==> config.mk <==
export PLATFORM = sky130hd
export DESIGN_NAME = telemetry_frame_receiver_crc16
export DESIGN_NICKNAME = d
export VERILOG_FILES = /design/src/sv/tfr_pkg.sv /design/src/sv/telemetry_frame_receiver_crc16.sv /design/src/sv/tfr_parser.sv /design/src/sv/tfr_out_reg.sv
export VERILOG_INCLUDE_DIRS = /design/src /design/src/sv
export SDC_FILE = /design/constraint.sdc
export NUM_CORES = 1
export LEC_CHECK = 0
export BUFFER_PORTS_ARGS = -buffer_cell sky130_fd_sc_hd__buf_2
export CORE_MARGIN = 8
export CORE_UTILIZATION = 40
export DETAILED_ROUTE_END_ITERATION = 7
export PLACE_DENSITY = 0.57
export SLEW_MARGIN = 20
export SYNTH_ARGS = -nofsm -noshare
export SYNTH_HDL_FRONTEND = slang
export SYNTH_HIERARCHICAL = 1
export SYNTH_SLANG_ARGS = --single-unit
==> constraint.sdc <==
create_clock -name clk -period 11.3 [get_ports clk]
set_clock_uncertainty 0.1 [all_clocks]
set_input_delay 1.13 -clock clk [delete_from_list [all_inputs] [get_ports clk]]
set_output_delay 1.13 -clock clk [all_outputs]
set_load 0.02 [all_outputs]
==> src/sv/telemetry_frame_receiver_crc16_macros.svh <==
// Assertion macros for the telemetry frame receiver.
// Used by the modules that carry concurrent checks; expects clk and arst_n in scope.
`ifndef TELEMETRY_FRAME_RECEIVER_CRC16_MACROS_SVH
`define TELEMETRY_FRAME_RECEIVER_CRC16_MACROS_SVH
`ifndef SYNTH
`define TFR_ASSERT_IMP(lbl, ante, cons) \
	lbl: assert property (@(posedge clk) disable iff (!arst_n) (ante) |-> (cons)) \
		else $error("tfr assertion failed");
`define TFR_ASSERT_NXT(lbl, ante, cons) \
	lbl: assert property (@(posedge clk) disable iff (!arst_n) (ante) |=> (cons)) \
		else $error("tfr assertion failed");
`else
`define TFR_ASSERT_IMP(lbl, ante, cons)
`define TFR_ASSERT_NXT(lbl, ante, cons)
`endif
`endif

==> src/sv/tfr_pkg.sv <==
// Shared types, constants and the CRC-16 byte update for the telemetry frame receiver.
// No dependencies; used by every module of the block.
`default_nettype none
package tfr_pkg;

	localparam logic [7:0]  SYNC_BYTE   = 8'hFE;
	localparam logic [15:0] CRC_INIT    = 16'hFFFF;
	localparam logic [15:0] CRC_POLY    = 16'hA001;
	localparam logic [7:0]  CMD_RESET   = 8'h25;
	// Payload bytes 0..25 hold the command byte and the telemetry fields.
	localparam int          STORE_BYTES = 26;

	typedef enum logic [3:0] {
		PH_HUNT  = 4'b0001,
		PH_SYNC2 = 4'b0010,
		PH_LEN   = 4'b0100,
		PH_DATA  = 4'b1000
	} phase_t;

	typedef enum logic [1:0] {
		ST_OK      = 2'd0,
		ST_BAD_LEN = 2'd1,
		ST_BAD_CMD = 2'd2,
		ST_BAD_CRC = 2'd3
	} status_t;

	typedef struct packed {
		status_t            status;
		logic signed [7:0]  vel_x;
		logic signed [7:0]  vel_y;
		logic signed [7:0]  vel_turn;
		logic [7:0]         motor_state;
		logic [7:0]         motor_fault;
		logic [7:0]         battery_raw;
		logic [7:0]         enable_state;
		logic [47:0]        accel_packed;
		logic [47:0]        gyro_packed;
		logic [47:0]        attitude_packed;
	} result_t;

	// One byte of the reflected CRC-16, eight shift steps.
	function automatic logic [15:0] crc_byte(input logic [15:0] crc_in, input logic [7:0] b);
		logic [15:0] c;
		c = crc_in ^ {8'h00, b};
		for (int k = 0; k < 8; k++) begin
			c = c[0] ? ((c >> 1) ^ CRC_POLY) : (c >> 1);
		end
		return c;
	endfunction

	// CRC after both sync bytes is fixed.
	localparam logic [15:0] CRC_AFTER_SYNC = crc_byte(crc_byte(CRC_INIT, SYNC_BYTE), SYNC_BYTE);

endpackage
`default_nettype wire

==> src/sv/telemetry_frame_receiver_crc16.sv <==
// Telemetry frame receiver: deframes 0xFE 0xFE sync, length, payload and CRC-16 bytes.
// A result is registered: the byte that closes its frame passes the input stage, then the result register.
// Throughput: one byte beat per cycle, set by the combinational CRC byte update; a held
// result stalls the input only when the staged byte would emit another result.
// Reset (arst_n low) returns to sync hunting, presets the CRC to 0xFFFF, empties the
// result register and sets the command byte to 0x25; needs tfr_pkg, tfr_parser, tfr_out_reg.
`default_nettype none
module telemetry_frame_receiver_crc16 #(
	parameter int PAYLOAD_BYTES = 28
) (
	input  wire logic               clk,
	input  wire logic               arst_n,
	input  wire logic               cfg_wr_en,
	input  wire logic [7:0]         cfg_wr_data,
	input  wire logic               in_valid,
	output logic                    in_stall,
	input  wire logic [7:0]         rx_byte,
	output logic                    out_valid,
	input  wire logic               out_stall,
	output logic [1:0]              frame_status,
	output logic signed [7:0]       vel_x,
	output logic signed [7:0]       vel_y,
	output logic signed [7:0]       vel_turn,
	output logic [7:0]              motor_state,
	output logic [7:0]              motor_fault,
	output logic [7:0]              battery_raw,
	output logic [7:0]              enable_state,
	output logic [47:0]             accel_packed,
	output logic [47:0]             gyro_packed,
	output logic [47:0]             attitude_packed
);

	// Expected command byte; rewrite it only while no frame is in flight (the block does not enforce this).
	logic [7:0] report_command_q;

	// Input stage: one received byte waiting for the parser.
	logic       valid_s1;
	logic [7:0] rx_byte_s1;

	logic             step;
	logic             produce;
	logic             out_free;
	logic             in_accept;
	tfr_pkg::result_t res_comb;
	tfr_pkg::result_t res_q;

	// The parser consumes the staged byte unless that byte would emit a result
	// while the result register is still held by a stalled consumer. Bytes that
	// emit nothing keep flowing even when the output side is blocked.
	assign step      = valid_s1 && (!produce || out_free);
	assign in_stall  = valid_s1 && !step;
	assign in_accept = in_valid && !in_stall;

	always_ff @(posedge clk or negedge arst_n) begin
		if (!arst_n) begin
			report_command_q <= tfr_pkg::CMD_RESET;
		end else if (cfg_wr_en) begin
			report_command_q <= cfg_wr_data;
		end
	end

	always_ff @(posedge clk or negedge arst_n) begin
		if (!arst_n) begin
			valid_s1 <= 1'b0;
		end else if (in_accept) begin
			valid_s1 <= 1'b1;
		end else if (step) begin
			valid_s1 <= 1'b0;
		end
	end

	always_ff @(posedge clk) begin
		if (in_accept) rx_byte_s1 <= rx_byte;
	end

	tfr_parser #(
		.PAYLOAD_BYTES(PAYLOAD_BYTES)
	) u_parser (
		.clk            (clk),
		.arst_n         (arst_n),
		.step           (step),
		.rx_byte_s1     (rx_byte_s1),
		.report_command (report_command_q),
		.produce        (produce),
		.res            (res_comb)
	);

	tfr_out_reg u_out_reg (
		.clk       (clk),
		.arst_n    (arst_n),
		.load      (step && produce),
		.res_in    (res_comb),
		.out_stall (out_stall),
		.out_free  (out_free),
		.out_valid (out_valid),
		.res_q     (res_q)
	);

	// Unpack the result register onto the individual field ports.
	assign frame_status    = 2'(res_q.status);
	assign vel_x           = res_q.vel_x;
	assign vel_y           = res_q.vel_y;
	assign vel_turn        = res_q.vel_turn;
	assign motor_state     = res_q.motor_state;
	assign motor_fault     = res_q.motor_fault;
	assign battery_raw     = res_q.battery_raw;
	assign enable_state    = res_q.enable_state;
	assign accel_packed    = res_q.accel_packed;
	assign gyro_packed     = res_q.gyro_packed;
	assign attitude_packed = res_q.attitude_packed;

endmodule
`default_nettype wire

==> src/sv/tfr_parser.sv <==
// Frame parser: sync hunt, length check, payload capture, CRC and status decision.
// Depends on tfr_pkg and the assertion macro header.
`default_nettype none
`include "telemetry_frame_receiver_crc16_macros.svh"
module tfr_parser #(
	parameter int PAYLOAD_BYTES = 28
) (
	input  wire logic            clk,
	input  wire logic            arst_n,
	input  wire logic            step,
	input  wire logic [7:0]      rx_byte_s1,
	input  wire logic [7:0]      report_command,
	output logic                 produce,
	output tfr_pkg::result_t     res
);

	localparam int IW = $clog2(PAYLOAD_BYTES);

	tfr_pkg::phase_t phase_q, phase_d;
	logic [IW-1:0]   idx_q, idx_d;
	logic [15:0]     crc_q, crc_d;
	logic [15:0]     crc_upd;
	logic [7:0]      store_q [tfr_pkg::STORE_BYTES];
	logic [7:0]      crc_hi_q;

	assign crc_upd = tfr_pkg::crc_byte(crc_q, rx_byte_s1);

	always_comb begin
		phase_d = phase_q;
		idx_d   = idx_q;
		crc_d   = crc_q;
		produce = 1'b0;
		res     = '0;
		unique case (phase_q)
			tfr_pkg::PH_HUNT: begin
				if (rx_byte_s1 == tfr_pkg::SYNC_BYTE) phase_d = tfr_pkg::PH_SYNC2;
			end
			tfr_pkg::PH_SYNC2: begin
				if (rx_byte_s1 == tfr_pkg::SYNC_BYTE) begin
					crc_d   = tfr_pkg::CRC_AFTER_SYNC;
					phase_d = tfr_pkg::PH_LEN;
				end else begin
					phase_d = tfr_pkg::PH_HUNT;
				end
			end
			tfr_pkg::PH_LEN: begin
				if (rx_byte_s1 != 8'(PAYLOAD_BYTES)) begin
					phase_d    = tfr_pkg::PH_HUNT;
					produce    = 1'b1;
					res.status = tfr_pkg::ST_BAD_LEN;
				end else begin
					crc_d   = crc_upd;
					idx_d   = '0;
					phase_d = tfr_pkg::PH_DATA;
				end
			end
			tfr_pkg::PH_DATA: begin
				// The two trailing CRC bytes are not part of the checked range.
				if (idx_q < IW'(PAYLOAD_BYTES - 2)) crc_d = crc_upd;
				if (idx_q == IW'(PAYLOAD_BYTES - 1)) begin
					phase_d = tfr_pkg::PH_HUNT;
					idx_d   = '0;
					produce = 1'b1;
					if (store_q[0] != report_command) begin
						res.status = tfr_pkg::ST_BAD_CMD;
					end else if ({crc_hi_q, rx_byte_s1} != crc_q) begin
						res.status = tfr_pkg::ST_BAD_CRC;
					end else begin
						res.status          = tfr_pkg::ST_OK;
						res.vel_x           = store_q[1];
						res.vel_y           = store_q[2];
						res.vel_turn        = store_q[3];
						res.motor_state     = store_q[4];
						res.motor_fault     = store_q[5];
						res.battery_raw     = store_q[6];
						res.enable_state    = store_q[7];
						res.accel_packed    = {store_q[8], store_q[9], store_q[10],
							store_q[11], store_q[12], store_q[13]};
						res.gyro_packed     = {store_q[14], store_q[15], store_q[16],
							store_q[17], store_q[18], store_q[19]};
						res.attitude_packed = {store_q[20], store_q[21], store_q[22],
							store_q[23], store_q[24], store_q[25]};
					end
				end else begin
					idx_d = idx_q + 1'b1;
				end
			end
			default: begin
				phase_d = tfr_pkg::PH_HUNT;
			end
		endcase
	end

	always_ff @(posedge clk or negedge arst_n) begin
		if (!arst_n) begin
			phase_q <= tfr_pkg::PH_HUNT;
			idx_q   <= '0;
			crc_q   <= tfr_pkg::CRC_INIT;
		end else if (step) begin
			phase_q <= phase_d;
			idx_q   <= idx_d;
			crc_q   <= crc_d;
		end
	end

	// Payload bytes land at fixed places; only the current frame's bytes are read.
	always_ff @(posedge clk) begin
		if (step && phase_q == tfr_pkg::PH_DATA) begin
			for (int i = 0; i < tfr_pkg::STORE_BYTES; i++) begin
				if (idx_q == IW'(i)) store_q[i] <= rx_byte_s1;
			end
			if (idx_q == IW'(PAYLOAD_BYTES - 2)) crc_hi_q <= rx_byte_s1;
		end
	end

	`TFR_ASSERT_IMP(a_idx_in_range, phase_q == tfr_pkg::PH_DATA, idx_q <= IW'(PAYLOAD_BYTES - 1))
	`TFR_ASSERT_IMP(a_result_phase, step && produce, phase_q == tfr_pkg::PH_LEN || phase_q == tfr_pkg::PH_DATA)
	`TFR_ASSERT_IMP(a_reject_zero, produce && res.status != tfr_pkg::ST_OK, res.vel_x == 8'sd0 && res.accel_packed == 48'd0 && res.attitude_packed == 48'd0)
	`TFR_ASSERT_NXT(a_hunt_stays, step && phase_q == tfr_pkg::PH_HUNT && rx_byte_s1 != tfr_pkg::SYNC_BYTE, phase_q == tfr_pkg::PH_HUNT)
	`TFR_ASSERT_NXT(a_len_to_data, step && phase_q == tfr_pkg::PH_LEN && rx_byte_s1 == 8'(PAYLOAD_BYTES), phase_q == tfr_pkg::PH_DATA && idx_q == '0)

endmodule
`default_nettype wire

==> src/sv/tfr_out_reg.sv <==
// Result register with valid/stall handshake toward the consumer.
// Depends on tfr_pkg for the result type.
`default_nettype none
module tfr_out_reg (
	input  wire logic              clk,
	input  wire logic              arst_n,
	input  wire logic              load,
	input  wire tfr_pkg::result_t  res_in,
	input  wire logic              out_stall,
	output logic                   out_free,
	output logic                   out_valid,
	output tfr_pkg::result_t       res_q
);

	logic out_valid_q;

	assign out_free  = !out_valid_q || !out_stall;
	assign out_valid = out_valid_q;

	always_ff @(posedge clk or negedge arst_n) begin
		if (!arst_n) begin
			out_valid_q <= 1'b0;
		end else if (load) begin
			out_valid_q <= 1'b1;
		end else if (!out_stall) begin
			out_valid_q <= 1'b0;
		end
	end

	always_ff @(posedge clk) begin
		if (load) res_q <= res_in;
	end

endmodule
`default_nettype wire
# Yosys cells after proc, flatten, opt, wreduce, memory -nomap -nowiden
# Memories as Yosys holds them, arrays and structs flattened.
# Index checks and enable logic that the tools add are counted.
# totals
register_bits	253
ramBits	208
word_cells	307
output_inout_bits	204
n_memories	1
# op_classes
reduce_logical	46
n_mux	187
n_eq_ne	41
addsub	1
n_lt_le_gt_ge	1
bitwise_logic	11
# mem_list
name	words	width	read_ports	rd_clocked_by_memory_dff	write_ports	line_no	source
u_parser.store_q	26	8	26	0	1	tfr_parser.sv:23	logic [7:0] store_q [tfr_pkg::STORE_BYTES];
# ops
cell	count
$mux 200	2
$mux 202	1
$mux 8	25
$reduce_or 8->1	25
$mux 16	11
$mux 5	27
$mux 1	110
$eq 5x5->1 const B	12
$pmux 16 s3	1
$eq 5x4->1 const B	8
$not 2->3	8
$eq 5x3->1 const B	4
$ne 16x16->1	1
$pmux 4 s4	1
$xor 16x8->16	1
$mux 4	3
$eq 5x2->1 const B	2
$ne 2x1->1 const B	5
$pmux 5 s2	1
$eq 8x8->1 const B	1
$ne 8x5->1 const B	1
$ne 8x8->1	1
$reduce_and 3->1	2
$add 5x1->5 const B	1
21 further kinds	33

# Logic depth before layout (Yosys ltp)
# depth
depth_word	35
depth_mapped	10
mapped_depth_nobuf	9

# By module
# The synthesis kept the hierarchy.
# by_module_without_submodules
mod	cells_each	area_per_inst_um2	seq_area_each_um2	instances
tfr_parser	668	9834.4	7133.1	1
tfr_out_reg	205	6102.1	6090.8	1
telemetry_frame_receiver_crc16	33	641.9	469.2	1

# Least setup slack after synthesis
# Ideal clock, no wire load.
# synth_timing
path_kind	reg2reg
from	register u_parser.phase_q[2]
to	register u_out_reg/res_q[0] (netlist name)
n_path_buf	1
setup_slack_ns	4.453
arrival_time_ns	6.158
period_less_slack_ns	6.847
path_stages_with_launch	6
required_ns	10.611
cell_sequence	dfrtp_1 clkbuf_1 or4b_2 a21o_1 nand2_1 and3_1
# synth_between
elab_chain_len	6
word_cells_on_any_way	7
cone_classes	2 x eq/ne; 1 x mux; 4 x reduce/logical
# synth_rtl
element	line_no	source
start, declared	tfr_parser.sv:19	tfr_pkg::phase_t phase_q, phase_d;
start signal, assigned	tfr_parser.sv:96	phase_q <= tfr_pkg::PH_HUNT;
start signal, assigned	tfr_parser.sv:100	phase_q <= phase_d;
$eq 4x4->1 / $eq 4x3->1 (equally long branches)	tfr_parser.sv:34	unique case (phase_q)
$pmux 1 s2 (*)	tfr_parser.sv:34	
net produce	telemetry_frame_receiver_crc16.sv:41	logic produce;
$logic_not 1->1	telemetry_frame_receiver_crc16.sv:50	assign step = valid_s1 && (!produce || out_free);
$logic_or 1x1->1	telemetry_frame_receiver_crc16.sv:50	
$logic_and 1x1->1	telemetry_frame_receiver_crc16.sv:50	
$logic_and 1x1->1 (*)	telemetry_frame_receiver_crc16.sv:91	.load (step && produce),
# Mark *: on every way through the listed nets, which the timed path passes. The rest lies on a longest branch.
# A chain may end at the register's enable or synchronous reset.

# Worst setup path after layout
# layout_timing
from	register u_parser.phase_q[1]
to	register u_out_reg/res_q[73] (netlist name)
# layout_between
elab_chain_len	6
word_cells_on_any_way	7
cone_classes	2 x eq/ne; 1 x mux; 4 x reduce/logical
# layout_rtl
element	line_no
$eq 4x4->1 / $eq 4x3->1 (equally long branches)	tfr_parser.sv:34
$pmux 1 s2 (*)	tfr_parser.sv:34
net produce	telemetry_frame_receiver_crc16.sv:41
$logic_not 1->1	telemetry_frame_receiver_crc16.sv:50
$logic_or 1x1->1	telemetry_frame_receiver_crc16.sv:50
$logic_and 1x1->1	telemetry_frame_receiver_crc16.sv:50
$logic_and 1x1->1 (*)	telemetry_frame_receiver_crc16.sv:91
# Marks and branches as above.

==> metrics.txt <==
vias per cell=about 4.7; crit path time final=roughly 4.6 ns; CP Launch Type=flip-flop; Least-Margin Pin Slew=between 1 and 1.5 ns; WL/cell=~21 µm; hold-fix buffers at CTS=0; nets@finish=roughly 1,200; top-area cell type share of the netlist area=between 70% and 80%; Sequential cell area=~0.014 mm²; die area=0.04822 mm²; max-slew violation count=0; Synth-to-Final Area Change=19.61%; WP data required=11.38 ns; count of final setup violators=0; Rel. slew slack=between 20% and 30%; Core ar.=between 0.04 and 0.05 mm²; port bufs=between 200 and 250; top cells by count, synth=426 x edfxtp_1, 206 x and2_1, 34 x nand2_1, 32 x xnor2_1; initial antenna violation count=0; clk root buf=clkbuf_16; Synth Net Count=about 940; worst endpoint data arrival time=roughly 4.7 ns; dominant synthesized flop cell=edfxtp_1; Max Cap Violations=0; Post-synth EDFFs=426; First DRT Iteration DRCs=550; Layout Cell Area excl Fill=roughly 0.020 mm²; First-pass DRT Iterations=5; via count=just over 8,000; Sinks on Clock Net=~460; count leader, synth=edfxtp_1; global-route wire length before repair=53,350 µm; cell taking the most area after synthesis=edfxtp_1; Total Routed Length=approximately 37,000 µm; pwr dens=between 150 and 200 mW/mm²; Final HPWL DP=23,160 µm; sequential share of the synthesized area=82.60%; grt ovf=0; I/O pin cnt=between 200 and 250; crit share post-route=40.87%; HP Class=flip-flop to flip-flop; Max IR drop VDD=0.08772 mV; asr flop ratio synth=approximately 7.6%; setup bufs post-CTS=0; Post-Synthesis Cells=between 900 and 1,000; fillers=between 3,000 and 4,000; Synth cell types=46; Worst Setup Path Type=flip-flop to flip-flop; total CTS buffers=47; Setup TNS Final=0 ns; run status=completed; Static Leak=6.260 nW; crit-path max FO=70; RSZ-0062 raised after global routing=no; row count=74; total track usage=between 10% and 20%; Antenna diodes=0; Max clock buf depth=3; initial core utilization=between 40% and 50%; Resized cells post-CTS=0; CP Capture Type=flip-flop; vias in the first global route=around 8,400; layout cell share with drive strength beyond 1=between 20% and 30%; DP Area=0.01839 mm²; area of the multi-input gates=0.002776 mm²; total power=roughly 0.0034 W; drt drc=0; H-tree Lvls=2; Die X-Extent=approximately 220 µm; cell area after synthesis=about 0.017 mm²; clock latency on the worst-skew pair=0.56 ns; YS warnings=6; Post-DRT Antenna Nets=0; Avg Cell Area, Syn=between 15 and 20 µm²; Final GP Congestion=~0.76; Die Span Y=approximately 220 µm; #FFs+latches synth=461; largest net degree at the start of global routing=146; Reg clk slew, reported paths=roughly 0.06 ns; CTS tree=yes; Final Hold Viols=0; highest clock rate=216.5 MHz; synth top area cells=edfxtp_1 77%, and2_1 7.8%, dfstp_2 3.2%, dfrtp_1 2.3%, xnor2_1 1.7%
## worst max-delay path, cell delays in order (launching register included)
cell and delay [ns]:
dfrtp_1 0.47, or4b_2 0.69, a21o_1 0.27, nand2_1 0.15, and3_4 0.78, buf_4 0.81
buf_4 0.79
## metrics by stage
stage | utilization [%] | std cells | hold slack [ns] | worst slack (ns)
2_1_floorplan | - | 906 | 0.3641 | 4.453
3_3_place_gp | 45.01 | 1642 | 0.3761 | 6.736
3_5_place_dp | 45.03 | 1642 | 0.3825 | 6.690
4_1_cts | 48.49 | 1728 | 0.3915 | 6.678
5_1_grt | 48.56 | 1728 | 0.4000 | 6.395
6_report | 48.56 | 1728 | 0.3874 | 6.682
## where the power goes
group | internal (W) | switching (W) | leakage [nW]
Combinational | 0.0000288 | 0.0000534 | 1.77
Sequential | 0.00187 | 0.0000102 | 3.81
Clock | 0.000817 | 0.000611 | 0.685
## sequential cells by signal (all words and copies together), names as in the netlist
| signal | flops |
|---|---|
| rx_byte_s1 | 8 |
| u_parser/idx_q | 5 |
| valid_s1 | 1 |
| u_parser/crc_hi_q | 8 |
| u_parser/crc_q | 16 |
| u_parser/store_q | 208 |
| u_out_reg/out_valid | 1 |
| report_command_q | 8 |
| u_parser/phase_q | 4 |
| u_out_reg/res_q | 202 |
## layer usage
layer | global-route usage, % | share of wire (%) | wire length [µm]
met5 | 0 | 0 | 0
met2 | 24.12 | 48 | 17630
met3 | 3.606 | 6.4 | 2346
met4 | 3.911 | 1.9 | 713
met1 | 19.61 | 44 | 16080
## cell families (layout without fill, tap and decap cells)
group,Yosys count,after routing,synth area share [%]
AND/OR/NAND/NOR,304,304,10.98
XOR/XNOR,38,38,2.091
flip-flops,461,461,82.60
AO/OA/AOI/OAI,39,39,1.532
buffers and inverters,47,337,1.404
multiplexers,9,9,0.7925
adder cells (fa/ha/maj),8,8,0.6038
## final timing paths
| kind | cells past startpoint | end | slack, ns | from |
|---|---|---|---|---|
| max in group asynchronous | 1 | u_parser/idx_q[3] | 9.95 | arst_n |
| hold / removal | 2 | u_parser/crc_q[5] | 0.39 | u_parser/crc_q[5] |
| setup reg to reg | 6 | u_out_reg/res_q[73] | 6.68 | u_parser/phase_q[1] |
| hold reg to reg | 2 | u_parser/crc_q[5] | 0.39 | u_parser/crc_q[5] |
| min in group asynchronous | 1 | u_out_reg/out_valid | 0.60 | arst_n |
| setup / recovery | 6 | u_out_reg/res_q[73] | 6.68 | u_parser/phase_q[1] |
## area by class of cell
cell class	instances	area share, %
Tap cell	532	3.357
Clock inverter	21	0.8455
Inverter	12	0.2272
Clock buffer	65	6.272
Multi-Input combinational cell	398	14.00
Sequential cell	461	69.06
Timing Repair Buffer	239	6.241
## layout by cell type, fill, tap and decap left out, types with 3 or more instances in the layout
master	n
and3_1	4
nor3_1	5
nor3_2	3
o21ai_0	13
a21oi_1	6
dfrtp_1	15
nor4_2	7
nor4_4	5
nand3_1	5
inv_1	12
clkbuf_16	47
clkinv_1	7
clkinv_2	6
o31ai_1	3
a21o_1	6
edfxtp_1	426
nor2_1	11
xor2_1	5
buf_2	224
clkbuf_1	18
buf_4	14
ha_1	8
mux2_4	8
inv_6	3
and2_1	206
a22o_1	3
nand2_1	34
xnor2_1	32
nand4_1	6
dfstp_2	20
(Power assumes the default switching activity.)
